File: src/sv/overwriting_event_ring_with_lap_detect_macros.svh
// assertion macros for the event log ring
// included by the top level; no other dependencies
`ifndef OVERWRITING_EVENT_RING_WITH_LAP_DETECT_MACROS_SVH
`define OVERWRITING_EVENT_RING_WITH_LAP_DETECT_MACROS_SVH

// same-cycle implication, disabled during reset
`define OERLD_ASSERT_IMP(label, ck, rs, ante, cons) \
  label: assert property (@(posedge ck) disable iff (rs) (ante) |-> (cons)) \
    else $error("oerld assertion failed");

// next-cycle implication, disabled during reset
`define OERLD_ASSERT_NXT(label, ck, rs, ante, cons) \
  label: assert property (@(posedge ck) disable iff (rs) (ante) |=> (cons)) \
    else $error("oerld assertion failed");

`endif

File: src/sv/oerld_pkg.sv
// types and codes shared by the event log ring modules
// no dependencies
`timescale 1ns / 1ps

package oerld_pkg;

  // ring pointer field width carried in commands, enough for rings of up to 4096 entries
  localparam int RING_PTR_W = 12;
  localparam int COUNT_W    = 7;

  typedef enum logic {
    OP_EMIT     = 1'b0,
    OP_SNAPSHOT = 1'b1
  } opcode_t;

  typedef enum logic [1:0] {
    KIND_ACK   = 2'd0,
    KIND_ENTRY = 2'd1,
    KIND_EMPTY = 2'd2
  } kind_t;

  typedef struct packed {
    opcode_t              opcode;
    logic [15:0]          category;
    logic [7:0]           slot_id;
    logic signed [15:0]   rc;
    logic [63:0]          digest_head;
    logic [63:0]          tick;
    logic [COUNT_W-1:0]   max_entries;
  } in_item_t;

  typedef struct packed {
    kind_t                kind;
    logic [31:0]          entry_seq;
    logic [63:0]          entry_tick;
    logic [63:0]          entry_digest;
    logic [15:0]          entry_category;
    logic signed [15:0]   entry_rc;
    logic [7:0]           entry_slot;
    logic                 overspeed_warn;
    logic [COUNT_W-1:0]   returned_count;
    logic [31:0]          total_count;
    logic                 last;
  } out_item_t;

  // one stored ring entry
  typedef struct packed {
    logic [31:0]          seq;
    logic [63:0]          tick;
    logic [63:0]          digest;
    logic [15:0]          category;
    logic signed [15:0]   rc;
    logic [7:0]           slot;
  } ram_word_t;

  // classified command from the front end to the back end
  typedef struct packed {
    opcode_t                 op;
    logic                    warn;
    logic [COUNT_W-1:0]      count;
    logic [RING_PTR_W-1:0]   pos;
    logic [31:0]             total;
    ram_word_t               entry;
  } cmd_t;

endpackage

File: src/sv/oerld_front.sv
// front end: accepts transactions, keeps total, drained mark and cooldown,
// and classifies each item into a command; uses oerld_pkg
`timescale 1ns / 1ps

module oerld_front #(
  parameter int RING_DEPTH = 64
) (
  input  logic                clk,
  input  logic                rst,
  input  logic                req_valid,
  input  oerld_pkg::in_item_t req,
  output logic                req_stall,
  input  logic                q_full,
  output logic                q_push,
  output oerld_pkg::cmd_t     q_cmd
);

  localparam int PW = $clog2(RING_DEPTH);
  localparam int CW = $clog2(RING_DEPTH + 1);
  localparam int NW = (CW > oerld_pkg::COUNT_W) ? CW : oerld_pkg::COUNT_W;

  logic [31:0]  total, total_next;
  logic [31:0]  mark, mark_next;
  logic [CW-1:0] cooldown, cooldown_next;
  logic [PW-1:0] wr_pos, wr_pos_next;

  logic                          accept;
  logic [31:0]                   total_inc;
  logic [31:0]                   backlog;
  logic                          lap;
  logic                          warn;
  logic [CW-1:0]                 have;
  logic [NW-1:0]                 n_wide;
  logic [oerld_pkg::COUNT_W-1:0] n;
  logic [PW-1:0]                 start;
  logic [PW-1:0]                 wr_pos_inc;

  assign req_stall = q_full;
  assign accept    = req_valid && !q_full;
  assign q_push    = accept;

  // emit bookkeeping and snapshot sizing
  always_comb begin
    total_inc = total + 32'd1;
    backlog   = total_inc - mark;
    lap       = backlog > 32'(RING_DEPTH);
    warn      = lap && (cooldown == '0);
    have      = (total < 32'(RING_DEPTH)) ? total[CW-1:0] : CW'(RING_DEPTH);
    n_wide    = (NW'(have) < NW'(req.max_entries)) ? NW'(have) : NW'(req.max_entries);
    n         = n_wide[oerld_pkg::COUNT_W-1:0];
    start     = (total >= 32'(RING_DEPTH)) ? wr_pos : '0;
    // write position follows total mod depth, including the 32-bit wrap
    if (total_inc == '0) begin
      wr_pos_inc = '0;
    end else if (wr_pos == PW'(RING_DEPTH - 1)) begin
      wr_pos_inc = '0;
    end else begin
      wr_pos_inc = wr_pos + 1'b1;
    end
  end

  // command build and state update
  always_comb begin
    total_next    = total;
    mark_next     = mark;
    cooldown_next = cooldown;
    wr_pos_next   = wr_pos;
    q_cmd         = '0;
    q_cmd.op      = req.opcode;
    q_cmd.total   = total;
    unique case (req.opcode)
      oerld_pkg::OP_EMIT: begin
        q_cmd.warn           = warn;
        q_cmd.pos            = oerld_pkg::RING_PTR_W'(wr_pos);
        q_cmd.total          = total_inc;
        q_cmd.entry.seq      = total;
        q_cmd.entry.tick     = req.tick;
        q_cmd.entry.digest   = req.digest_head;
        q_cmd.entry.category = req.category;
        q_cmd.entry.rc       = req.rc;
        q_cmd.entry.slot     = req.slot_id;
        if (accept) begin
          total_next  = total_inc;
          wr_pos_next = wr_pos_inc;
          if (lap) begin
            cooldown_next = warn ? CW'(RING_DEPTH) : cooldown - 1'b1;
          end
        end
      end
      oerld_pkg::OP_SNAPSHOT: begin
        q_cmd.count = n;
        q_cmd.pos   = oerld_pkg::RING_PTR_W'(start);
        if (accept && (req.max_entries != '0) && (total > mark)) begin
          mark_next = total;
        end
      end
      default: ;
    endcase
  end

  always_ff @(posedge clk) begin
    if (rst) begin
      total    <= '0;
      mark     <= '0;
      cooldown <= '0;
      wr_pos   <= '0;
    end else begin
      total    <= total_next;
      mark     <= mark_next;
      cooldown <= cooldown_next;
      wr_pos   <= wr_pos_next;
    end
  end

endmodule

File: config.mk
export PLATFORM = sky130hd
export DESIGN_NAME = oerld_front
export DESIGN_NICKNAME = d
export VERILOG_FILES = /design/src/sv/overwriting_event_ring_with_lap_detect_macros.svh /design/src/sv/oerld_pkg.sv /design/src/sv/oerld_front.sv
export SDC_FILE = /design/constraint.sdc
export NUM_CORES = 1
export LEC_CHECK = 0
export ABC_AREA = 0
export BUFFER_PORTS_ARGS = -buffer_cell sky130_fd_sc_hd__buf_2
export CORE_AREA = 2 2 168 170
export CTS_CLUSTER_DIAMETER = 100
export CTS_CLUSTER_SIZE = 30
export DETAILED_ROUTE_END_ITERATION = 6
export DIE_AREA = 0 0 170 172
export PLACE_DENSITY = 0.61
export SETUP_SLACK_MARGIN = 0.4
export SLEW_MARGIN = 15
export SYNTH_ARGS = -nofsm -noshare
export SYNTH_HDL_FRONTEND = slang
export SYNTH_SLANG_ARGS = --single-unit
File: constraint.sdc
create_clock -name clk -period 7.45 [get_ports clk]
set_clock_uncertainty 0.1 [all_clocks]
set_input_delay 0.3725 -clock clk [delete_from_list [all_inputs] [get_ports clk]]
set_output_delay 0.3725 -clock clk [all_outputs]
set_load 0.02 [all_outputs]
==> impl_metrics.csv <==
group,metric,value,unit
outcome,run_status,"completed",
setup_path,worstSetupStartpointType,"flip-flop",
clock_network,clockBufferDepth,2,
setup_path,path_delay_family,"simple AND/OR/NAND/NOR gates",
logic_synthesis,avgSynthCellArea,7.18,um2
floorplanning,core-area,0.0275,mm2
logic_synthesis,netlist_instances,1264,
min_path,hold_path.class,"reg2reg",
grt,track_usage,0.300,
finish,synthToLayoutAreaGrowth,28.0,%
clock_network,cts_resized,0,
routing,firstDrtPassIters,5,
finish,mostFrequentLayoutCells,"buf_2, nor2b_1, nor2_1, nand2_1, dfxtp_1",
pwr,combinationalPowerShare,0.268,
logic_synthesis,synth-simple-area-share,0.355,
floorplanning,die_h,172,um
routing,routed_wl,46.1,mm
clock_network,postCtsHoldBufs,0,
run,max_cap_viol_count,0,
sta,slew_violations,0,
pwr,p_leak,5.90,nW
setup_path,reg2reg_setup_slack,1.27,ns
logic_synthesis,synth_mux_area_frac,0.0528,
setup_path,end_kind,"primary output",
sta,setup_viol,0,
sta,max-slew-margin-rel,0.394,
sta,finalSetupTns,0,ns
clock_network,htree_levels,3,
clock_network,cts_made_buffers,9,
logic_synthesis,synthAdderAreaFrac,0.106,
setup_path,required,6.98,ns
sta,whs,0.365,ns
clock_network,cts_setup_buffers,0,
routing,routedWlPerCell,23.4,um
logic_synthesis,synth_compound_area_frac,0.149,
min_path,whs_path_depth,2,
clock_network,insertion_delay,0.35,ns
setup_path,path_buf_inv,2,
pwr,seq_power_share,0.336,
setup_path,reg2reg_from,"total[0]",
routing,drc_errors,0,
finish,fillCellCount,2895,
finish,mostFrequentLayoutCell,"buf_2",
clock_network,cts_tree,"built",
floorplanning,die-width,170,um
logic_synthesis,synth_area_leaders,"dfxtp_1, nor2b_1, ha_1, nor2_1, xor2_1",
routing,ant_nets,0,
finish,finalNetCount,1877,
pwr,p_sw_frac,0.330,
logic_synthesis,synth_top_family_by_area,"simple AND/OR/NAND/NOR gates",
finish,multi_input_area,0.00689,mm2
pwr,clkPwrFrac,0.395,
routing,drt-initial-drc-count,985,
sta,rsz0062_at_grt,"false",
finish,fin_util,0.423,
logic_synthesis,yosys_register_bits,77,
setup_path,critPathMaxStageDelay,0.57,ns
pwr,switching_power,409,uW
logic_synthesis,synth_area_leader_cell,"dfxtp_1",
floorplanning,start_util,0.330,
logic_synthesis,synth.distinct_cells,79,
logic_synthesis,synth_area,0.00908,mm2
grt,grt_overflow,0,
sta,fin_crit_sh,0.857,
sta,finalHoldViolCount,0,
logic_synthesis,synth_seq_area_share,0.170,
pwr,p_per_area,107,mW/mm2
setup_path,cp.arrival,5.91,ns
placement,numPortBuffers,428,
setup_path,worstRegToRegCells,19,
setup_path,cp_cell_sequence,"ha_1 -> nand3_1 -> nor4_1 -> buf_4 -> and3_1 -> and2_1 -> xor2_1 -> ha_1 -> nand2_1 -> o21ai_1 -> o22ai_1 -> a211o_1 -> nor4_1 -> nand4_1 -> or4_1 -> or4_4 -> nor2_1 -> nor3_1 -> buf_2",
finish,drive_above_1_share,0.301,
sta,worst_slew_pin_slew,0.909,ns
floorplanning,die_area,0.0292,mm2
logic_synthesis,yosysWarnings,0,
setup_path,worst_path_max_delay_cell,"or4_4",
logic_synthesis,ys.flop_type,"dfxtp_1",
setup_path,path_max_fanout,11,
grt,grt_max_degree,97,
clock_network,cts-root-buf,"clkbuf_16",
finish,seqCellArea,0.00154,mm2
setup_path,timing.rr.end,"cooldown[5]",
logic_synthesis,synth_top_area_share,0.170,
floorplanning,boundaryPins,435,
grt,grt_first_pass_wirelength,63.9,mm
grt,grt_pass1_vias,9642,
logic_synthesis,synth-xor-area-share,0.0936,
routing,viasPerCell,5.43,
floorplanning,fp-row-count,61,
min_path,whs_endpoint,"cooldown[1]",
setup_path,path_class,"reg2out",
sta,max_freq,157,MHz
pwr,vdd_drop_max,0.0904,mV
pwr,intPower,831,uW
placement,gp_congestion,0.974,
clock_network,cts.sinks,77,
min_path,worstHoldStart,"cooldown[1]",
logic_synthesis,async_reset_ff_frac,0,
sta,min_period,6.39,ns
grt,grt_antenna_before_repair,16,
clock_network,path_clk_slew,0.06,ns
logic_synthesis,synth_edf_count,0,
routing,num_vias,10716,
placement,dpl.hpwl,37.9,mm
area by class of cell:
class | count | share of cell area
flip-flops and latches | 77 | 0.133
diodes | 4 | 0.000861
clock inverters | 4 | 0.00624
inverters | 54 | 0.0174
repair buffers | 439 | 0.192
multi-input cells | 1040 | 0.593
well taps | 346 | 0.0372
clock buffers | 11 | 0.0209
routing by layer:
metal	GRT usage	wire length, um	up-vias
met2	0.431	19200	499
met1	0.428	21000	5152
met3	0.104	5100	51
li1	-	-	5010
met5	0	22	-
met4	0.0673	836	4
how the worst max path moves through the flow:
| stage | depth (start not counted) | startpoint | to | slack (ns) |
|---|---|---|---|---|
| 5_1_grt | 19 | total[0] | q_cmd[251] | 0.71 |
| 6_report | 19 | total[0] | q_cmd[251] | 1.06 |
| 4_1_cts | 19 | total[0] | q_cmd[251] | 1.12 |
| 3_5_place_dp | 19 | total[0] | cooldown[5] | 1.37 |
| 3_3_place_gp | 19 | total[0] | cooldown[5] | 1.47 |
| 2_1_floorplan | 20 | total[0] | cooldown[5] | 2.26 |
metrics by stage:
stage          instance area, um2  total power [mW]  std cells  setup slack, ns
3_5_place_dp                11300             0.750       1956             1.37
4_1_cts                     11600              1.24       1971             1.12
6_report                    11600              1.24       1975             1.06
5_1_grt                     11600              1.28       1973            0.709
3_3_place_gp                11300             0.752       1956             1.47
2_1_floorplan                9100             0.604       1269             2.26
cells in the mapped netlist (4+ instances only):
| master | number |
|---|---|
| inv_1 | 53 |
| nor4_1 | 13 |
| o21ai_1 | 7 |
| clkbuf_1 | 68 |
| nor2_1 | 120 |
| o211ai_1 | 5 |
| and4_1 | 6 |
| o21a_1 | 8 |
| nand2b_1 | 6 |
| or2_2 | 4 |
| xor2_1 | 51 |
| o31a_1 | 4 |
| a21oi_1 | 76 |
| and2_1 | 10 |
| xnor2_1 | 46 |
| mux2i_1 | 43 |
| nand2_1 | 82 |
| dfxtp_1 | 77 |
| buf_1 | 8 |
| and3_1 | 13 |
| or3_1 | 27 |
| nor2b_1 | 211 |
| a31oi_1 | 8 |
| a21o_1 | 11 |
| nor3_1 | 24 |
| nand4_1 | 28 |
| o21ai_0 | 54 |
| buf_6 | 5 |
| nand3_1 | 30 |
| a21oi_2 | 4 |
| ha_1 | 75 |
| buf_4 | 12 |
power groups by stage:
stage / combinational, mW / clock [mW] / sequential [mW]
after floorplan: 0.179 / 0 / 0.425
after global placement: 0.326 / 0 / 0.426
after detailed placement: 0.324 / 0 / 0.426
after CTS: 0.326 / 0.496 / 0.417
after global routing: 0.352 / 0.515 / 0.417
final: 0.333 / 0.490 / 0.417
cells by family (layout without fill, tap and decap cells):
kind of cell	Yosys count	count (layout)
DFF	77	77
muxes	47	47
xor gates and xnor gates	97	97
and+or+nand+nor	595	595
adders and majority gates	76	76
other	1	10
buffers and inverters	152	508
AOI/OAI and AO/OA	219	219
sequential cells by signal, summed over array words and instances, names as in the netlist:
signal and cells:
total 32, cooldown 7, wr_pos 6, mark 32
worst min-delay path, stage by stage (launching register included):
cell	delay [ns]
dfxtp_1	0.32
nand2_1	0.05
a21oi_1	0.05
Power figures use the tool's default switching activity.
