File: src/sv/overwriting_event_ring_with_lap_detect_macros.svh
// assertion macros for the event log ring
// included by the top level; no other dependencies
`ifndef OVERWRITING_EVENT_RING_WITH_LAP_DETECT_MACROS_SVH
`define OVERWRITING_EVENT_RING_WITH_LAP_DETECT_MACROS_SVH

// same-cycle implication, disabled during reset
`define OERLD_ASSERT_IMP(label, ck, rs, ante, cons) \
  label: assert property (@(posedge ck) disable iff (rs) (ante) |-> (cons)) \
    else $error("oerld assertion failed");

// next-cycle implication, disabled during reset
`define OERLD_ASSERT_NXT(label, ck, rs, ante, cons) \
  label: assert property (@(posedge ck) disable iff (rs) (ante) |=> (cons)) \
    else $error("oerld assertion failed");

`endif

File: src/sv/oerld_pkg.sv
// types and codes shared by the event log ring modules
// no dependencies
`timescale 1ns / 1ps

package oerld_pkg;

  // ring pointer field width carried in commands, enough for rings of up to 4096 entries
  localparam int RING_PTR_W = 12;
  localparam int COUNT_W    = 7;

  typedef enum logic {
    OP_EMIT     = 1'b0,
    OP_SNAPSHOT = 1'b1
  } opcode_t;

  typedef enum logic [1:0] {
    KIND_ACK   = 2'd0,
    KIND_ENTRY = 2'd1,
    KIND_EMPTY = 2'd2
  } kind_t;

  typedef struct packed {
    opcode_t              opcode;
    logic [15:0]          category;
    logic [7:0]           slot_id;
    logic signed [15:0]   rc;
    logic [63:0]          digest_head;
    logic [63:0]          tick;
    logic [COUNT_W-1:0]   max_entries;
  } in_item_t;

  typedef struct packed {
    kind_t                kind;
    logic [31:0]          entry_seq;
    logic [63:0]          entry_tick;
    logic [63:0]          entry_digest;
    logic [15:0]          entry_category;
    logic signed [15:0]   entry_rc;
    logic [7:0]           entry_slot;
    logic                 overspeed_warn;
    logic [COUNT_W-1:0]   returned_count;
    logic [31:0]          total_count;
    logic                 last;
  } out_item_t;

  // one stored ring entry
  typedef struct packed {
    logic [31:0]          seq;
    logic [63:0]          tick;
    logic [63:0]          digest;
    logic [15:0]          category;
    logic signed [15:0]   rc;
    logic [7:0]           slot;
  } ram_word_t;

  // classified command from the front end to the back end
  typedef struct packed {
    opcode_t                 op;
    logic                    warn;
    logic [COUNT_W-1:0]      count;
    logic [RING_PTR_W-1:0]   pos;
    logic [31:0]             total;
    ram_word_t               entry;
  } cmd_t;

endpackage

File: src/sv/oerld_cmd_queue.sv
// two-entry command queue between front end and back end
// uses oerld_pkg
`timescale 1ns / 1ps

module oerld_cmd_queue (
  input  logic            clk,
  input  logic            rst,
  input  logic            push,
  input  oerld_pkg::cmd_t push_cmd,
  output logic            full,
  output logic            valid,
  output oerld_pkg::cmd_t head,
  input  logic            pop
);

  oerld_pkg::cmd_t slots [2];
  logic       wr_ptr;
  logic       rd_ptr;
  logic [1:0] cnt, cnt_next;

  assign full  = (cnt == 2'd2);
  assign valid = (cnt != 2'd0);
  assign head  = slots[rd_ptr];

  // occupancy
  always_comb begin
    cnt_next = cnt + {1'b0, push} - {1'b0, pop};
  end

  always_ff @(posedge clk) begin
    if (rst) begin
      wr_ptr <= 1'b0;
      rd_ptr <= 1'b0;
      cnt    <= 2'd0;
    end else begin
      if (push) begin
        wr_ptr <= !wr_ptr;
      end
      if (pop) begin
        rd_ptr <= !rd_ptr;
      end
      cnt <= cnt_next;
    end
  end

  // payload storage
  always_ff @(posedge clk) begin
    if (push) begin
      slots[wr_ptr] <= push_cmd;
    end
  end

endmodule

File: config.mk
export PLATFORM = sky130hd
export DESIGN_NAME = oerld_cmd_queue
export DESIGN_NICKNAME = d
export VERILOG_FILES = /design/src/sv/overwriting_event_ring_with_lap_detect_macros.svh /design/src/sv/oerld_pkg.sv /design/src/sv/oerld_cmd_queue.sv
export SDC_FILE = /design/constraint.sdc
export NUM_CORES = 1
export LEC_CHECK = 0
export BUFFER_PORTS_ARGS = -buffer_cell sky130_fd_sc_hd__buf_4
export CAP_MARGIN = 20
export CORE_UTILIZATION = 47
export CTS_CLUSTER_DIAMETER = 50
export DETAILED_ROUTE_END_ITERATION = 8
export PLACE_DENSITY = 0.74
export SLEW_MARGIN = 20
export SYNTH_ARGS = -nofsm -noshare
export SYNTH_HDL_FRONTEND = slang
export SYNTH_SLANG_ARGS = --single-unit
File: constraint.sdc
create_clock -name clk -period 12.9 [get_ports clk]
set_input_delay 0.645 -clock clk [delete_from_list [all_inputs] [get_ports clk]]
set_output_delay 0.645 -clock clk [all_outputs]
set_load 0.01 [all_outputs]
==> results of run 1 <==
## metal layers
metal / part of all wire (%) / GRT usage (%) / vias up
met5: 0 / 0 / -
met4: 3.4 / 7.81 / 0
met3: 9.3 / 7.29 / 93
met2: 50 / 31.9 / 391
met1: 37 / 21.4 / 4672
li1: - / - / 4310
## power by group through the flow
stage	sequential, µW	clock, µW	combinational, µW
6_report	1970	1370	516
5_1_grt	1980	1470	546
4_1_cts	1970	1410	523
3_5_place_dp	2010	0	521
3_3_place_gp	2000	0	513
2_1_floorplan	2030	0	275
## cells in the mapped netlist
| master | count |
|---|---|
| edfxtp_1 | 506 |
| mux2_4 | 170 |
| mux2_2 | 83 |
| buf_6 | 20 |
| buf_2 | 8 |
| dfxtp_1 | 5 |
| nor2_1 | 4 |
| nor2b_1 | 3 |
| ha_1 | 2 |
| inv_1 | 2 |
| xnor2_1 | 2 |
| and2_1 | 1 |
| or2_2 | 1 |
| xnor3_1 | 1 |
## path summary, 6_finish.rpt
path / end / slack, ns / cells past startpoint
worst max-delay path: head[208] / 7.85 / 5
worst min-delay path: slots[1][62]$_DFFE_PP_ / 0.25 / 1
worst min register to register: rd_ptr$_SDFFE_PP0P_ / 0.53 / 2
worst max register to register: slots[0][173]$_DFFE_PP_ / 9.63 / 3
## cells by family after synthesis
group / after synthesis / share of synthesized area [%]
buffers and inverters: 30 / 1.42
muxes: 253 / 18.2
xor gates and xnor gates: 3 / 0.209
DFF: 511 / 79.8
and+or+nand+nor: 9 / 0.242
adders and majority gates: 2 / 0.131
## registers in the layout, summed over array words and instances (netlist names), named ones only
signal and flops:
slots 506, cnt 2, rd_ptr 1, wr_ptr 1
## stage by stage
stage                     std cells  setup WS (ns)  total power, µW
after CTS                      1913           7.74             3910
after global routing           1916           7.60             4000
after global placement         1825           8.45             2520
after floorplan                 808          0.466             2300
final                          1916           7.85             3860
after detailed placement       1825           8.37             2530
## layout make-up
class / instances / area (µm²) / area share (%)
repair buffers: 521 / 3940 / 15.7
well taps: 525 / 657 / 2.62
clock buffers: 58 / 1350 / 5.36
diodes: 2 / 5.00 / 0.0200
flip-flops and latches: 511 / 15300 / 61.0
multi-input cells: 267 / 3610 / 14.4
inverters: 2 / 7.51 / 0.0299
clock inverters: 30 / 216 / 0.863
==> results.json, run 1 <==
{
  "synthCells": 808,
  "period_needed_ns": 5.05,
  "syn_nets": 1067,
  "postCtsHoldBufs": 0,
  "firstDrtPassIters": 4,
  "yosysSeqAreaShare_pct": 79.8,
  "dieArea_um2": 41600,
  "grt.total_usage_pct": 18.9,
  "utilization_pct": 62.7,
  "pwr-share-clk_pct": 35.6,
  "numCtsBuffers": 52,
  "design_area_um2": 25100,
  "maxCapViolations": 0,
  "cp_num_buf_inv": 4,
  "htreeDepth": 2,
  "setup_viol": 0,
  "grt_pass1_vias": 9770,
  "min_from": "push_cmd[62]",
  "cts_tree": "built",
  "drt-total-wl_um": 40800,
  "synth_warnings": 0,
  "hold_viol_final": 0,
  "cts_resized": 0,
  "power_leakage_uw": 0.00973,
  "antenna_found_initial": 2,
  "grt_overflow": 0,
  "mostFrequentLayoutCell": "buf_4",
  "wl_per_cell_um": 21.3,
  "cp_common_cell": "buf_4",
  "fin_setup_tns_ns": 0,
  "status": "complete, no violations",
  "synth_top_area_share_pct": 79.3,
  "die_w_um": 204,
  "cts_root_buffer": "clkbuf_16",
  "dpl.hpwl_um": 28000,
  "worstPathCellList": "buf_4 -> buf_4 -> buf_4 -> mux2_4 -> buf_4",
  "placedInstanceArea_um2": 23500,
  "drc": 0,
  "ys_ff_latch": 511,
  "start_util_pct": 47.9,
  "holdWs_ns": 0.252,
  "die_y_um": 204,
  "rsz0062_at_grt": "no",
  "power.switching_uw": 848,
  "synth.area.top_cells": "edfxtp_1, mux2_4, mux2_2",
  "hold_class": "primary input to flop",
  "cell_internal_pwr_uw": 3010,
  "timing.fmax_mhz": 198,
  "start_kind": "flop",
  "fillCellCount": 2822,
  "tightest_slew_ns": 1.09,
  "arrival_ns": 4.40,
  "gp_congestion": 0.810,
  "worst_path_max_delay_cell": "buf_4",
  "drive_gt1_share_pct": 61.2,
  "syn_area_um2": 19200,
  "finalMaxSlewViolations": 0,
  "swShare_pct": 22.0,
  "path_delay_family": "buffers and inverters",
  "powerDensity_nw_per_um2": 154,
  "crit_fanout": 52,
  "end_kind": "output pin",
  "slew_headroom_pct": 27.6,
  "critical_path_required_ns": 12.26,
  "cp_slowest_stage_delay_ns": 0.84,
  "period_share_pct": 39.1,
  "r2r-start": "wr_ptr$_SDFFE_PP0P_",
  "ys_types": 14,
  "core_um2": 40000,
  "combPwrFrac_pct": 13.3,
  "path_clk_slew_ns": 0.06,
  "cts_setup_buffers": 0,
  "area_growth_pct": 30.9,
  "final_net_count": 1614,
  "seq_power_share_pct": 51.1,
  "synth_area_per_cell_um2": 23.7,
  "grt_pass1_wl_um": 58000,
  "drt_iter0_drc": 481,
  "portBuffers": 511,
  "vdd_drop_max_v": 0.000122,
  "yosysTopAreaCell": "edfxtp_1",
  "cts.sinks": 511,
  "grt_max_degree": 156,
  "clock_latency_ns": 0.57,
  "detail-route-antenna-nets": 0,
  "ios": 512,
  "clockBufferDepth": 3,
  "row_count": 73,
  "vias": 9466,
  "final_cell_mix": "buf_4, edfxtp_1, mux2_4",
  "path_class": "flop to output pin",
  "vias_per_cell": 4.94,
  "clock_skew_ns": 0.00810
}
Power figures use the tool's default switching activity.
==> run 2: changes to the inputs <==
Clock period 12.9 ns to 4.5 ns, I/O delays scaled along.
==> results.json, run 2 (synthesized netlist as in run 1, its figures left out) <==
{
  "vias": 10787,
  "clock_skew_ns": 0.0138,
  "placedInstanceArea_um2": 23600,
  "end_kind": "output pin",
  "path_depth": 3,
  "dieArea_um2": 41600,
  "power_leakage_uw": 0.0109,
  "mostFrequentLayoutCell": "buf_4",
  "grt_max_degree": 108,
  "worst_path_max_delay_cell": "dfxtp_4",
  "detail-route-antenna-nets": 0,
  "path_clk_slew_ns": 0.06,
  "hold_class": "primary input to flop",
  "dpl.hpwl_um": 27400,
  "wl_per_cell_um": 20.9,
  "status": "complete, no violations",
  "cts_setup_buffers": 0,
  "drt_iter0_drc": 538,
  "ios": 512,
  "cts_resized": 0,
  "vias_per_cell": 4.92,
  "rsz0062_at_grt": "no",
  "final_net_count": 1876,
  "design_area_um2": 28000,
  "die_y_um": 204,
  "worstPathCellList": "buf_12 -> mux2_4 -> buf_4",
  "slew_headroom_pct": 31.2,
  "powerDensity_nw_per_um2": 422,
  "hold_viol_final": 0,
  "gp_congestion": 0.779,
  "cts_root_buffer": "clkbuf_16",
  "area_growth_pct": 45.9,
  "r2r_cells": 2,
  "htreeDepth": 2,
  "drive_gt1_share_pct": 52.1,
  "start_kind": "flop",
  "cts_tree": "built",
  "top_regs": "slots: 506 flops, cnt: 2 flops",
  "clock_latency_ns": 0.58,
  "grt_pass1_vias": 11563,
  "cp_num_buf_inv": 2,
  "final_cell_mix": "buf_4, edfxtp_1, dlygate4sd3_1",
  "grt_pass1_wl_um": 66400,
  "grt.total_usage_pct": 21.5,
  "critical_path_required_ns": 4.28,
  "fin_setup_tns_ns": 0,
  "finalMaxSlewViolations": 0,
  "clockBufferDepth": 3,
  "tightest_slew_ns": 1.03,
  "antenna_found_initial": 5,
  "drt-total-wl_um": 45900,
  "firstDrtPassIters": 5,
  "r2r-start": "wr_ptr$_SDFFE_PP0P_",
  "period_needed_ns": 2.83,
  "row_count": 73,
  "reg2reg_slack_ns": 2.34,
  "cts.sinks": 511,
  "vdd_drop_max_v": 0.000359,
  "start_util_pct": 47.9,
  "path_delay_family": "flip-flops",
  "drc": 0,
  "path_class": "flop to output pin",
  "numCtsBuffers": 52,
  "period_share_pct": 62.8,
  "die_w_um": 204,
  "cp_slowest_stage_delay_ns": 0.88,
  "arrival_ns": 2.60,
  "largest_reg_flops": 506,
  "core_um2": 40000,
  "portBuffers": 511,
  "timing.rr.end": "slots[1][93]$_DFFE_PP_",
  "worstSetupEndpoint": "head[196]",
  "holdWs_ns": 0.360,
  "crit_fanout": 65,
  "timing.fmax_mhz": 354,
  "setup_viol": 0,
  "grt_overflow": 0,
  "maxCapViolations": 0,
  "postCtsHoldBufs": 257,
  "largest_register": "slots"
}
[run 2: changes by cell type in the layout (fill, tap and decap cells not counted), moves of 2 or more]
cell,before,now
dlygate4sd3_1,0,257
bufinv_16,2,8
buf_12,1,6
diode_2,2,6
inv_6,0,3
clkbuf_1,5,7
clkinv_4,2,0
[run 2: layout make-up]
| type | count | area, µm² |
|---|---|---|
| clock buffers | 61 | 1370 |
| flip-flops and latches | 511 | 15300 |
| inverters | 2 | 7.51 |
| multi-input cells | 267 | 3610 |
| fillers | 2345 | 12000 |
| diodes | 6 | 15.0 |
| clock inverters | 37 | 409 |
| well taps | 525 | 657 |
| repair buffers | 783 | 6600 |
[run 2: worst register-to-register path, cell delays in order (launching register included)]
cell and delay [ns]:
dfxtp_2 0.38, and2_4 0.83, buf_4 0.57
[run 2: power by group]
part	leakage, µW	switching [µW]	internal, µW
logic	0.00528	739	976
registers	0.00479	97.9	5560
clock network	0.000867	1790	2640
total	0.0109	2620	9180
[run 2: worst min-delay path by stage]
stage,startpoint,to,slack (ns),cells after the start
after CTS,push_cmd[69],slots[1][69]$_DFFE_PP_,0.32,2
after global placement,push_cmd[69],slots[1][69]$_DFFE_PP_,0.41,1
final,push_cmd[59],slots[1][59]$_DFFE_PP_,0.36,2
after detailed placement,push_cmd[68],slots[0][68]$_DFFE_PP_,0.41,1
after global routing,push_cmd[59],slots[1][59]$_DFFE_PP_,0.33,2
after floorplan,rst,wr_ptr$_SDFFE_PP0P_,0.29,1
[run 2: routing by layer]
metal	part of all wire (%)	up-vias	GRT usage [%]	routed length (µm)
met5	0	-	0	0
met4	3.4	0	8.72	1570
met3	8.3	96	7.16	3800
met2	52	449	38.0	23800
met1	36	5389	23.7	16700
li1	-	4853	-	-
[run 2: through the flow]
step	setup WS, ns	util (%)	total power, µW	instances
3_5_place_dp	2.29	59.0	7260	1831
5_1_grt	1.57	69.9	12200	2190
3_3_place_gp	2.29	59.0	7230	1831
6_report	1.67	69.9	11800	2192
4_1_cts	1.65	69.9	11900	2186
2_1_floorplan	0.0109	-	6530	808
