**src/sv/overwriting_event_ring_with_lap_detect_macros.svh**
```systemverilog
// assertion macros for the event log ring
// included by the top level; no other dependencies
`ifndef OVERWRITING_EVENT_RING_WITH_LAP_DETECT_MACROS_SVH
`define OVERWRITING_EVENT_RING_WITH_LAP_DETECT_MACROS_SVH

// same-cycle implication, disabled during reset
`define OERLD_ASSERT_IMP(label, ck, rs, ante, cons) \
  label: assert property (@(posedge ck) disable iff (rs) (ante) |-> (cons)) \
    else $error("oerld assertion failed");

// next-cycle implication, disabled during reset
`define OERLD_ASSERT_NXT(label, ck, rs, ante, cons) \
  label: assert property (@(posedge ck) disable iff (rs) (ante) |=> (cons)) \
    else $error("oerld assertion failed");

`endif

```
**src/sv/oerld_pkg.sv**
```systemverilog
// types and codes shared by the event log ring modules
// no dependencies
`timescale 1ns / 1ps

package oerld_pkg;

  // ring pointer field width carried in commands, enough for rings of up to 4096 entries
  localparam int RING_PTR_W = 12;
  localparam int COUNT_W    = 7;

  typedef enum logic {
    OP_EMIT     = 1'b0,
    OP_SNAPSHOT = 1'b1
  } opcode_t;

  typedef enum logic [1:0] {
    KIND_ACK   = 2'd0,
    KIND_ENTRY = 2'd1,
    KIND_EMPTY = 2'd2
  } kind_t;

  typedef struct packed {
    opcode_t              opcode;
    logic [15:0]          category;
    logic [7:0]           slot_id;
    logic signed [15:0]   rc;
    logic [63:0]          digest_head;
    logic [63:0]          tick;
    logic [COUNT_W-1:0]   max_entries;
  } in_item_t;

  typedef struct packed {
    kind_t                kind;
    logic [31:0]          entry_seq;
    logic [63:0]          entry_tick;
    logic [63:0]          entry_digest;
    logic [15:0]          entry_category;
    logic signed [15:0]   entry_rc;
    logic [7:0]           entry_slot;
    logic                 overspeed_warn;
    logic [COUNT_W-1:0]   returned_count;
    logic [31:0]          total_count;
    logic                 last;
  } out_item_t;

  // one stored ring entry
  typedef struct packed {
    logic [31:0]          seq;
    logic [63:0]          tick;
    logic [63:0]          digest;
    logic [15:0]          category;
    logic signed [15:0]   rc;
    logic [7:0]           slot;
  } ram_word_t;

  // classified command from the front end to the back end
  typedef struct packed {
    opcode_t                 op;
    logic                    warn;
    logic [COUNT_W-1:0]      count;
    logic [RING_PTR_W-1:0]   pos;
    logic [31:0]             total;
    ram_word_t               entry;
  } cmd_t;

endpackage

```
**src/sv/oerld_back.sv**
```systemverilog
// back end: writes emits into the ring, streams snapshot entries one per cycle
// when not stalled; results go to a two-entry output queue; uses oerld_pkg
`timescale 1ns / 1ps

module oerld_back #(
  parameter int RING_DEPTH = 64
) (
  input  logic                            clk,
  input  logic                            rst,
  input  logic                            cmd_valid,
  input  oerld_pkg::cmd_t                 cmd,
  output logic                            cmd_pop,
  output logic                            ram_we,
  output logic [$clog2(RING_DEPTH)-1:0]   ram_waddr,
  output oerld_pkg::ram_word_t            ram_wdata,
  output logic                            ram_re,
  output logic [$clog2(RING_DEPTH)-1:0]   ram_raddr,
  input  oerld_pkg::ram_word_t            ram_rdata,
  output logic                            rsp_valid,
  input  logic                            rsp_stall,
  output oerld_pkg::out_item_t            rsp
);

  localparam int PW = $clog2(RING_DEPTH);

  // snapshot walk
  logic [oerld_pkg::COUNT_W-1:0] rd_idx, rd_idx_next;
  logic [PW-1:0]                 rd_pos, rd_pos_next;

  // read stage
  logic                 s1_valid;
  logic                 s1_from_ram;
  oerld_pkg::out_item_t s1_meta;
  oerld_pkg::out_item_t s1_res;

  // output queue
  oerld_pkg::out_item_t obuf [2];
  logic       owr;
  logic       ord;
  logic [1:0] occ, occ_next;

  logic                 out_pop;
  logic [1:0]           occ_left;
  logic                 room;
  logic                 issue;
  logic                 entry_issue;
  logic                 final_issue;
  logic [PW-1:0]        issue_pos;
  oerld_pkg::out_item_t meta;

  assign rsp_valid = (occ != 2'd0);
  assign rsp       = obuf[ord];
  assign out_pop   = rsp_valid && !rsp_stall;

  // issue only when the result will find a free output slot
  always_comb begin
    occ_left = occ - {1'b0, out_pop};
    room     = ({1'b0, occ_left} + {2'b0, s1_valid}) < 3'd2;
    issue    = cmd_valid && room;
  end

  // classify the head command into one result slot
  always_comb begin
    meta        = '0;
    entry_issue = 1'b0;
    final_issue = 1'b1;
    issue_pos   = (rd_idx == '0) ? cmd.pos[PW-1:0] : rd_pos;
    meta.total_count = cmd.total;
    unique case (cmd.op)
      oerld_pkg::OP_EMIT: begin
        meta.kind           = oerld_pkg::KIND_ACK;
        meta.entry_seq      = cmd.entry.seq;
        meta.entry_tick     = cmd.entry.tick;
        meta.entry_digest   = cmd.entry.digest;
        meta.entry_category = cmd.entry.category;
        meta.entry_rc       = cmd.entry.rc;
        meta.entry_slot     = cmd.entry.slot;
        meta.overspeed_warn = cmd.warn;
        meta.last           = 1'b1;
      end
      oerld_pkg::OP_SNAPSHOT: begin
        if (cmd.count == '0) begin
          meta.kind = oerld_pkg::KIND_EMPTY;
          meta.last = 1'b1;
        end else begin
          entry_issue         = 1'b1;
          final_issue         = (rd_idx == cmd.count - 1'b1);
          meta.kind           = oerld_pkg::KIND_ENTRY;
          meta.returned_count = cmd.count;
          meta.last           = final_issue;
        end
      end
      default: ;
    endcase
  end

  assign cmd_pop   = issue && final_issue;
  assign ram_we    = issue && (cmd.op == oerld_pkg::OP_EMIT);
  assign ram_waddr = cmd.pos[PW-1:0];
  assign ram_wdata = cmd.entry;
  assign ram_re    = issue && entry_issue;
  assign ram_raddr = issue_pos;

  // walk counters for multi-entry snapshots
  always_comb begin
    rd_idx_next = rd_idx;
    rd_pos_next = rd_pos;
    if (issue && entry_issue) begin
      rd_idx_next = final_issue ? '0 : rd_idx + 1'b1;
      rd_pos_next = (issue_pos == PW'(RING_DEPTH - 1)) ? '0 : issue_pos + 1'b1;
    end
  end

  // merge ram data into the staged result
  always_comb begin
    s1_res = s1_meta;
    if (s1_from_ram) begin
      s1_res.entry_seq      = ram_rdata.seq;
      s1_res.entry_tick     = ram_rdata.tick;
      s1_res.entry_digest   = ram_rdata.digest;
      s1_res.entry_category = ram_rdata.category;
      s1_res.entry_rc       = ram_rdata.rc;
      s1_res.entry_slot     = ram_rdata.slot;
    end
  end

  always_comb begin
    occ_next = occ + {1'b0, s1_valid} - {1'b0, out_pop};
  end

  // control state
  always_ff @(posedge clk) begin
    if (rst) begin
      rd_idx   <= '0;
      rd_pos   <= '0;
      s1_valid <= 1'b0;
      owr      <= 1'b0;
      ord      <= 1'b0;
      occ      <= 2'd0;
    end else begin
      rd_idx   <= rd_idx_next;
      rd_pos   <= rd_pos_next;
      s1_valid <= issue;
      if (s1_valid) begin
        owr <= !owr;
      end
      if (out_pop) begin
        ord <= !ord;
      end
      occ <= occ_next;
    end
  end

  // payload registers
  always_ff @(posedge clk) begin
    if (issue) begin
      s1_meta     <= meta;
      s1_from_ram <= entry_issue;
    end
    if (s1_valid) begin
      obuf[owr] <= s1_res;
    end
  end

endmodule
```
**config.mk**
```make
export PLATFORM = sky130hd
export DESIGN_NAME = oerld_back
export DESIGN_NICKNAME = d
export VERILOG_FILES = /design/src/sv/overwriting_event_ring_with_lap_detect_macros.svh /design/src/sv/oerld_pkg.sv /design/src/sv/oerld_back.sv
export SDC_FILE = /design/constraint.sdc
export NUM_CORES = 1
export LEC_CHECK = 0
export ABC_AREA = 1
export BUFFER_PORTS_ARGS = -buffer_cell sky130_fd_sc_hd__buf_2
export CELL_PAD_IN_SITES_DETAIL_PLACEMENT = 0
export CELL_PAD_IN_SITES_GLOBAL_PLACEMENT = 1
export CORE_AREA = 2 2 359 361
export DETAILED_ROUTE_END_ITERATION = 6
export DIE_AREA = 0 0 361 363
export PLACE_DENSITY_LB_ADDON = 0.1
export SYNTH_ARGS = -nofsm -noshare
export SYNTH_HDL_FRONTEND = slang
export SYNTH_SLANG_ARGS = --single-unit
```
**constraint.sdc**
```tcl
create_clock -name clk -period 11.44 [get_ports clk]
set_clock_uncertainty 0.15 [all_clocks]
set_input_delay 2.288 -clock clk [delete_from_list [all_inputs] [get_ports clk]]
set_output_delay 2.288 -clock clk [all_outputs]
set_load 0.01 [all_outputs]
```
==> results of run 1 <==
-- layer usage --
layer	vias up	part of all wire (%)	wire length [um]
li1	8545	-	-
met1	9051	38	36000
met2	621	52	49700
met3	192	7.2	6900
met4	40	2.6	2500
met5	-	0.26	248
-- power by group --
group          total (W)  switching [W]  internal [W]  leakage, nW
logic            0.00191        0.00118      0.000734         7.44
registers        0.00384       0.000115       0.00372         7.01
clock network    0.00271        0.00115       0.00157         1.34
total            0.00847        0.00244       0.00603         15.8
-- stage by stage --
step | instances | instance area (um2)
after floorplan | 2074 | 31800
after CTS | 4539 | 39500
after global routing | 4539 | 39500
final | 4542 | 39500
after detailed placement | 4381 | 36700
after global placement | 4381 | 36700
-- final timing paths --
| check | start | end | depth (start not counted) |
|---|---|---|---|
| min reg2reg | s1_meta[242] | obuf[0][242] | 0 |
| max | rsp_stall | ram_re | 12 |
| max reg2reg | occ[1] | s1_meta[31] | 11 |
| min | s1_meta[242] | obuf[0][242] | 0 |
-- worst reg2reg max path, delay by kind of cell (launching register included) --
kind	cells	cell delay [ns]
and+or+nand+nor	1	0.18
AOI/OAI and AO/OA	1	0.27
adders and majority gates	3	0.47
buffers and inverters	6	2.36
DFF	1	0.34
-- Yosys cell counts (all sizes together) --
cell and number:
xnor2 8, buf 254, inv 244, a21o 1
dfxtp 19, a21oi 12, nand2 50, xor2 5
nand4 7, ha 8, or2 1, nand3 14
o21ai 10, edfxtp 730, mux2 443, clkbuf 27
nor3 4, nor2 237
-- sequential cells by signal (all words and copies together) (netlist names), named ones only --
| register | flops |
|---|---|
| occ | 2 |
| rd_idx | 7 |
| s1_valid | 1 |
| ord | 1 |
| s1_from_ram | 1 |
| rd_pos | 6 |
| obuf | 486 |
| owr | 1 |
| s1_meta | 243 |
-- logic make-up after synthesis --
kind of cell | share of synthesized area (%)
buf+inv | 8.86
xor+xnor | 0.358
simple gates | 4.28
compound gates | 0.382
fa+ha+maj | 0.315
mux | 15.7
flops | 70.1
-- placed cells by master (no fill, tap or decap), types with 10 or more instances in the layout --
cell type / n
a21oi_1: 12
buf_2: 908
buf_4: 13
clkbuf_1: 19
clkbuf_16: 91
clkinv_1: 28
clkinv_2: 10
dfxtp_1: 18
edfxtp_1: 730
inv_1: 238
mux2_2: 443
nand2_1: 39
nand3_1: 12
nor2_1: 227
-- final cells by class --
type                    instances  share of cell area, %
well taps                    1662                   5.26
repair buffers                926                   12.0
inverters                     244                   2.36
clock buffers                 110                   5.94
clock inverters                48                   1.04
flip-flops and latches        749                   56.5
multi-input cells             800                   16.9
diodes                          3                 0.0190
==> results.toml, run 1 <==
[run_status]
status = "finished, final reports clean"

[synthesis]
netlist_instances = 2074
ys_seq_area_share_pct = 70.1
synth.distinct_cells = 32
post-synth-top-area-cell = "edfxtp_1"
synth_top_area_share_pct = 68.9
synth-warning-count = 0
ys_ff_latch = 749
syn-num-nets = 2539
synth_area_leaders = "edfxtp_1, mux2_2, buf_4, inv_1, nor2_1"
synth_area_um2 = 31800
avgSynthCellArea_um2 = 15.3

[die]
fp.dieW_um = 361
die_h_um = 363
core_area_um2 = 127000
initial_utilization_pct = 25.0
die_area_um2 = 131000
pin_count = 916
row_count = 131

[finish]
register_area_um2 = 22300
fin_util_pct = 31.1
fin_nets = 3276
drive_gt1_share_pct = 52.6
multiInputGateArea_um2 = 6690
area_growth_pct = 24.2
fillCellCount = 12941

[timing]
rsz0062_at_grt = "no"
max_freq_mhz = 141
maxSlewViolCount = 0
fin_tns_setup_ns = 0
setup_viol = 0
fin_ws_ns = 4.37
finalHoldViolCount = 0
layout_min_cycle_time_ns = 7.07
period_share_pct = 61.8
timing.slew.headroom_pct = 24.0
max_slew.worst_pin.slew_ns = 1.14
holdWs_ns = 0.266

[place]
hpwl_mm = 64.5
port_buffers = 909
globalplace.congestion = 0.762
dp_slack_ns = 4.22

[worst_setup_path]
reg2reg_setup_slack_ns = 7.27
cp.required_ns = 9.00
crit_arrival_ns = 4.63
criticalPathCategory = "input port to output port"
cp-start-kind = "input port"
cp-end-kind = "output port"
cp_common_cell = "ha_1"
critPathMaxFanout = 90
cp_top_family = "buffers and inverters"
path_cells = "buf_2, a21oi_1, ha_1, inv_1, ha_1, inv_1, ha_1, nand2_1, inv_8, nand2_4, inv_2, buf_2"
crit_slowest_cell = "inv_8"
critPathMaxStageDelay_ns = 0.62
crit_buf_inv = 6

[drt]
wl_per_cell_um = 21.0
via_per_inst = 4.06
vias = 18449
drtIter0Drc = 800
antenna_left = 0
wl_mm = 95.3
drc = 0
firstDrtPassIters = 5

[clocking]
path_clk_slew_ns = 0.06
numCtsBuffers = 90
clockRootBuffer = "clkbuf_16"
clockBufferDepth = 3
post-cts-setup-buffers = 0
cts_resized = 0
tritoncts = "built"
insertion_delay_ns = 0.66
hold_buffers = 0
cts_max_level = 3
cts_sinks = 749

[grt]
overflow = 0
top_usage_layer = "met2"
groute.layer.met1.usage_pct = 15.3
grt_pass1_vias = 19342
met2_usage_pct = 25.6
grt_max_degree = 126
grt_pass1_wl_mm = 134
antenna_found_initial = 43
met3_usage_pct = 4.68
grtUsageTotal_pct = 14.0

[worst_hold_path]
hold_class = "register to register"

[pwr]
leakagePower_nw = 15.8
power_per_cell_area_nw_per_um2 = 214
ir_drop_mv = 0.151
finalPower_w = 0.00847

[flow_run]
maxCapViolCount = 0
Note: power is estimated with default switching activity, not from simulation.
==> run 2: changes to the inputs <==
ABC_AREA = 0   (was 1)
CORE_AREA = 2 2 353 355   (was 2 2 359 361)
DIE_AREA = 0 0 355 357   (was 0 0 361 363)
clock period = 6.1 ns   (was 11.44 ns; I/O delays follow)
==> results.toml, run 2 <==
[drt]
drtIter0Drc = 868
vias = 17964
antenna_left = 0
wl_mm = 96.3
firstDrtPassIters = 4
via_per_inst = 4.18
drc = 0
wl_per_cell_um = 22.4

[place]
globalplace.congestion = 0.764
placed_cell_area_um2 = 36600
port_buffers = 909
hpwl_mm = 65.3

[clocking]
insertion_delay_ns = 0.66
clockRootBuffer = "clkbuf_16"
numCtsBuffers = 91
clockBufferDepth = 3
cts_sinks = 749
post-cts-setup-buffers = 0
tritoncts = "built"
cts_resized = 0
cts_max_level = 3
hold_buffers = 0
path_clk_slew_ns = 0.06

[finish]
largest_register_ffs = 486
area_growth_pct = 25.4
fin_util_pct = 32.1
drive_gt1_share_pct = 57.5
mostFrequentLayoutCell = "buf_2"
largestRegisters = "obuf x486, s1_meta x243, rd_idx x7"
fin_nets = 3044
layout_common_cells = "buf_2, edfxtp_1, mux2_2"
final_cell_area_um2 = 39500
largest_register = "obuf"

[synthesis]
synth_top_area_share_pct = 69.5
ys_seq_area_share_pct = 70.7
ys.flop_type = "edfxtp_1"
avgSynthCellArea_um2 = 17.2
ys_ff_latch = 749
netlist_instances = 1838
synth.distinct_cells = 46
synth_area_leaders = "edfxtp_1, mux2_2, buf_4, nor2b_1, dfxtp_1"
syn-num-nets = 2303
yosys-top-cells-count = "edfxtp_1, mux2_2, buf_4, nor2b_1, clkbuf_1"
synth-warning-count = 0
async_flop_share_pct = 0
post-synth-top-area-cell = "edfxtp_1"
synth_edf_count = 730
synth.most_common_cell = "edfxtp_1"
synth_area_um2 = 31500

[timing]
max_freq_mhz = 234
layout_min_cycle_time_ns = 4.27
holdWs_ns = 0.288
max_slew.worst_pin.slew_ns = 0.976
rsz0062_at_grt = "no"
fin_tns_setup_ns = 0
maxSlewViolCount = 0
finalHoldViolCount = 0
setup_viol = 0
period_share_pct = 70.0
timing.slew.headroom_pct = 34.9

[worst_setup_path]
critPathMaxStageDelay_ns = 0.32
cp_top_family = "compound AO/OA/AOI/OAI gates"
cp_common_cell = "buf_2"
reg2reg_from = "occ[0]"
crit_slowest_cell = "nor3_2"
criticalPathCategory = "input port to output port"
cp.required_ns = 4.73
reg2reg_setup_slack_ns = 2.30
crit_end = "cmd_pop"
startpoint = "cmd[244]"
crit_arrival_ns = 2.90
worstSetupPathDepth = 9
r2r_end = "s1_meta[168]"
critPathMaxFanout = 4
path_cells = "buf_2, inv_1, ha_1, nand2b_1, o211a_1, o31a_1, nor3_2, o21a_1, buf_2"
crit_buf_inv = 3
r2r_cells = 11
cp-start-kind = "input port"
cp-end-kind = "output port"

[grt]
grt_max_degree = 136
grt_pass1_vias = 18619
antenna_found_initial = 47
grtUsageTotal_pct = 14.5
grt_pass1_wl_mm = 133
overflow = 0

[die]
initial_utilization_pct = 25.6
row_count = 129
die_area_um2 = 127000
pin_count = 916
core_area_um2 = 123000
fp.dieW_um = 355
die_h_um = 357

[flow_run]
maxCapViolCount = 0

[run_status]
status = "finished, final reports clean"

[pwr]
ir_drop_mv = 0.230
leakagePower_nw = 14.7
power_per_cell_area_nw_per_um2 = 417
finalPower_w = 0.0165

[worst_hold_path]
min_path_cells = 0
hold_class = "register to register"
==> run 2: layout make-up <==
| type | instances | area, um2 |
|---|---|---|
| fillers | 12303 | 83500 |
| flip-flops and latches | 749 | 22300 |
| multi-input cells | 792 | 7320 |
| repair buffers | 931 | 4840 |
| clock buffers | 114 | 2380 |
| well taps | 1637 | 2050 |
| clock inverters | 52 | 544 |
| inverters | 14 | 63.8 |
| diodes | 9 | 22.5 |
==> run 2: power breakdown <==
part | switching, W | leakage [nW] | internal (W) | total [W]
combinational | 0.00231 | 6.30 | 0.00156 | 0.00387
sequential | 0.000260 | 7.01 | 0.00701 | 0.00727
clock | 0.00221 | 1.43 | 0.00312 | 0.00533
total | 0.00478 | 14.7 | 0.0117 | 0.0165
==> run 2: how the worst min path moves through the flow <==
stage	from	endpoint
3_5_place_dp	s1_meta[24]	obuf[1][24]
4_1_cts	s1_meta[17]	obuf[0][17]
6_report	s1_meta[17]	obuf[0][17]
5_1_grt	s1_meta[32]	obuf[0][32]
2_1_floorplan	s1_meta[0]	obuf[0][0]
3_3_place_gp	s1_meta[6]	obuf[0][6]
==> run 2: worst reg2reg max path: stages (launching register included) <==
cell and delay [ns]:
dfxtp_1 0.30, or2_2 0.31, nor2b_4 0.14, ha_1 0.27, inv_1 0.04, ha_1 0.16, inv_1 0.06, ha_2 0.17
nand2_2 0.11, clkinvlp_4 0.17, buf_4 0.69, buf_12 0.47
==> run 2: cell families after synthesis <==
family,Yosys count,synth area share [%]
flip-flops,749,70.7
XOR/XNOR,15,0.417
buffers and inverters,297,6.10
adder cells (fa/ha/maj),8,0.318
multiplexers,448,16.0
AO/OA/AOI/OAI,28,0.576
AND/OR/NAND/NOR,293,5.83
==> run 2: routing by layer <==
metal / vias to the layer above / global-route usage [%] / part of all wire (%)
met5: - / 0 / 0.22
met4: 34 / 5.09 / 3.2
met3: 211 / 4.13 / 6.6
met2: 610 / 26.4 / 52
met1: 8973 / 16.2 / 38
li1: 8136 / - / -
==> run 2: stage by stage <==
step	cells	setup WS [ns]
floorplan	1838	-1.31
global placement	4123	1.62
detailed placement	4123	1.63
CTS	4289	1.74
global route	4294	1.65
finish	4298	1.83
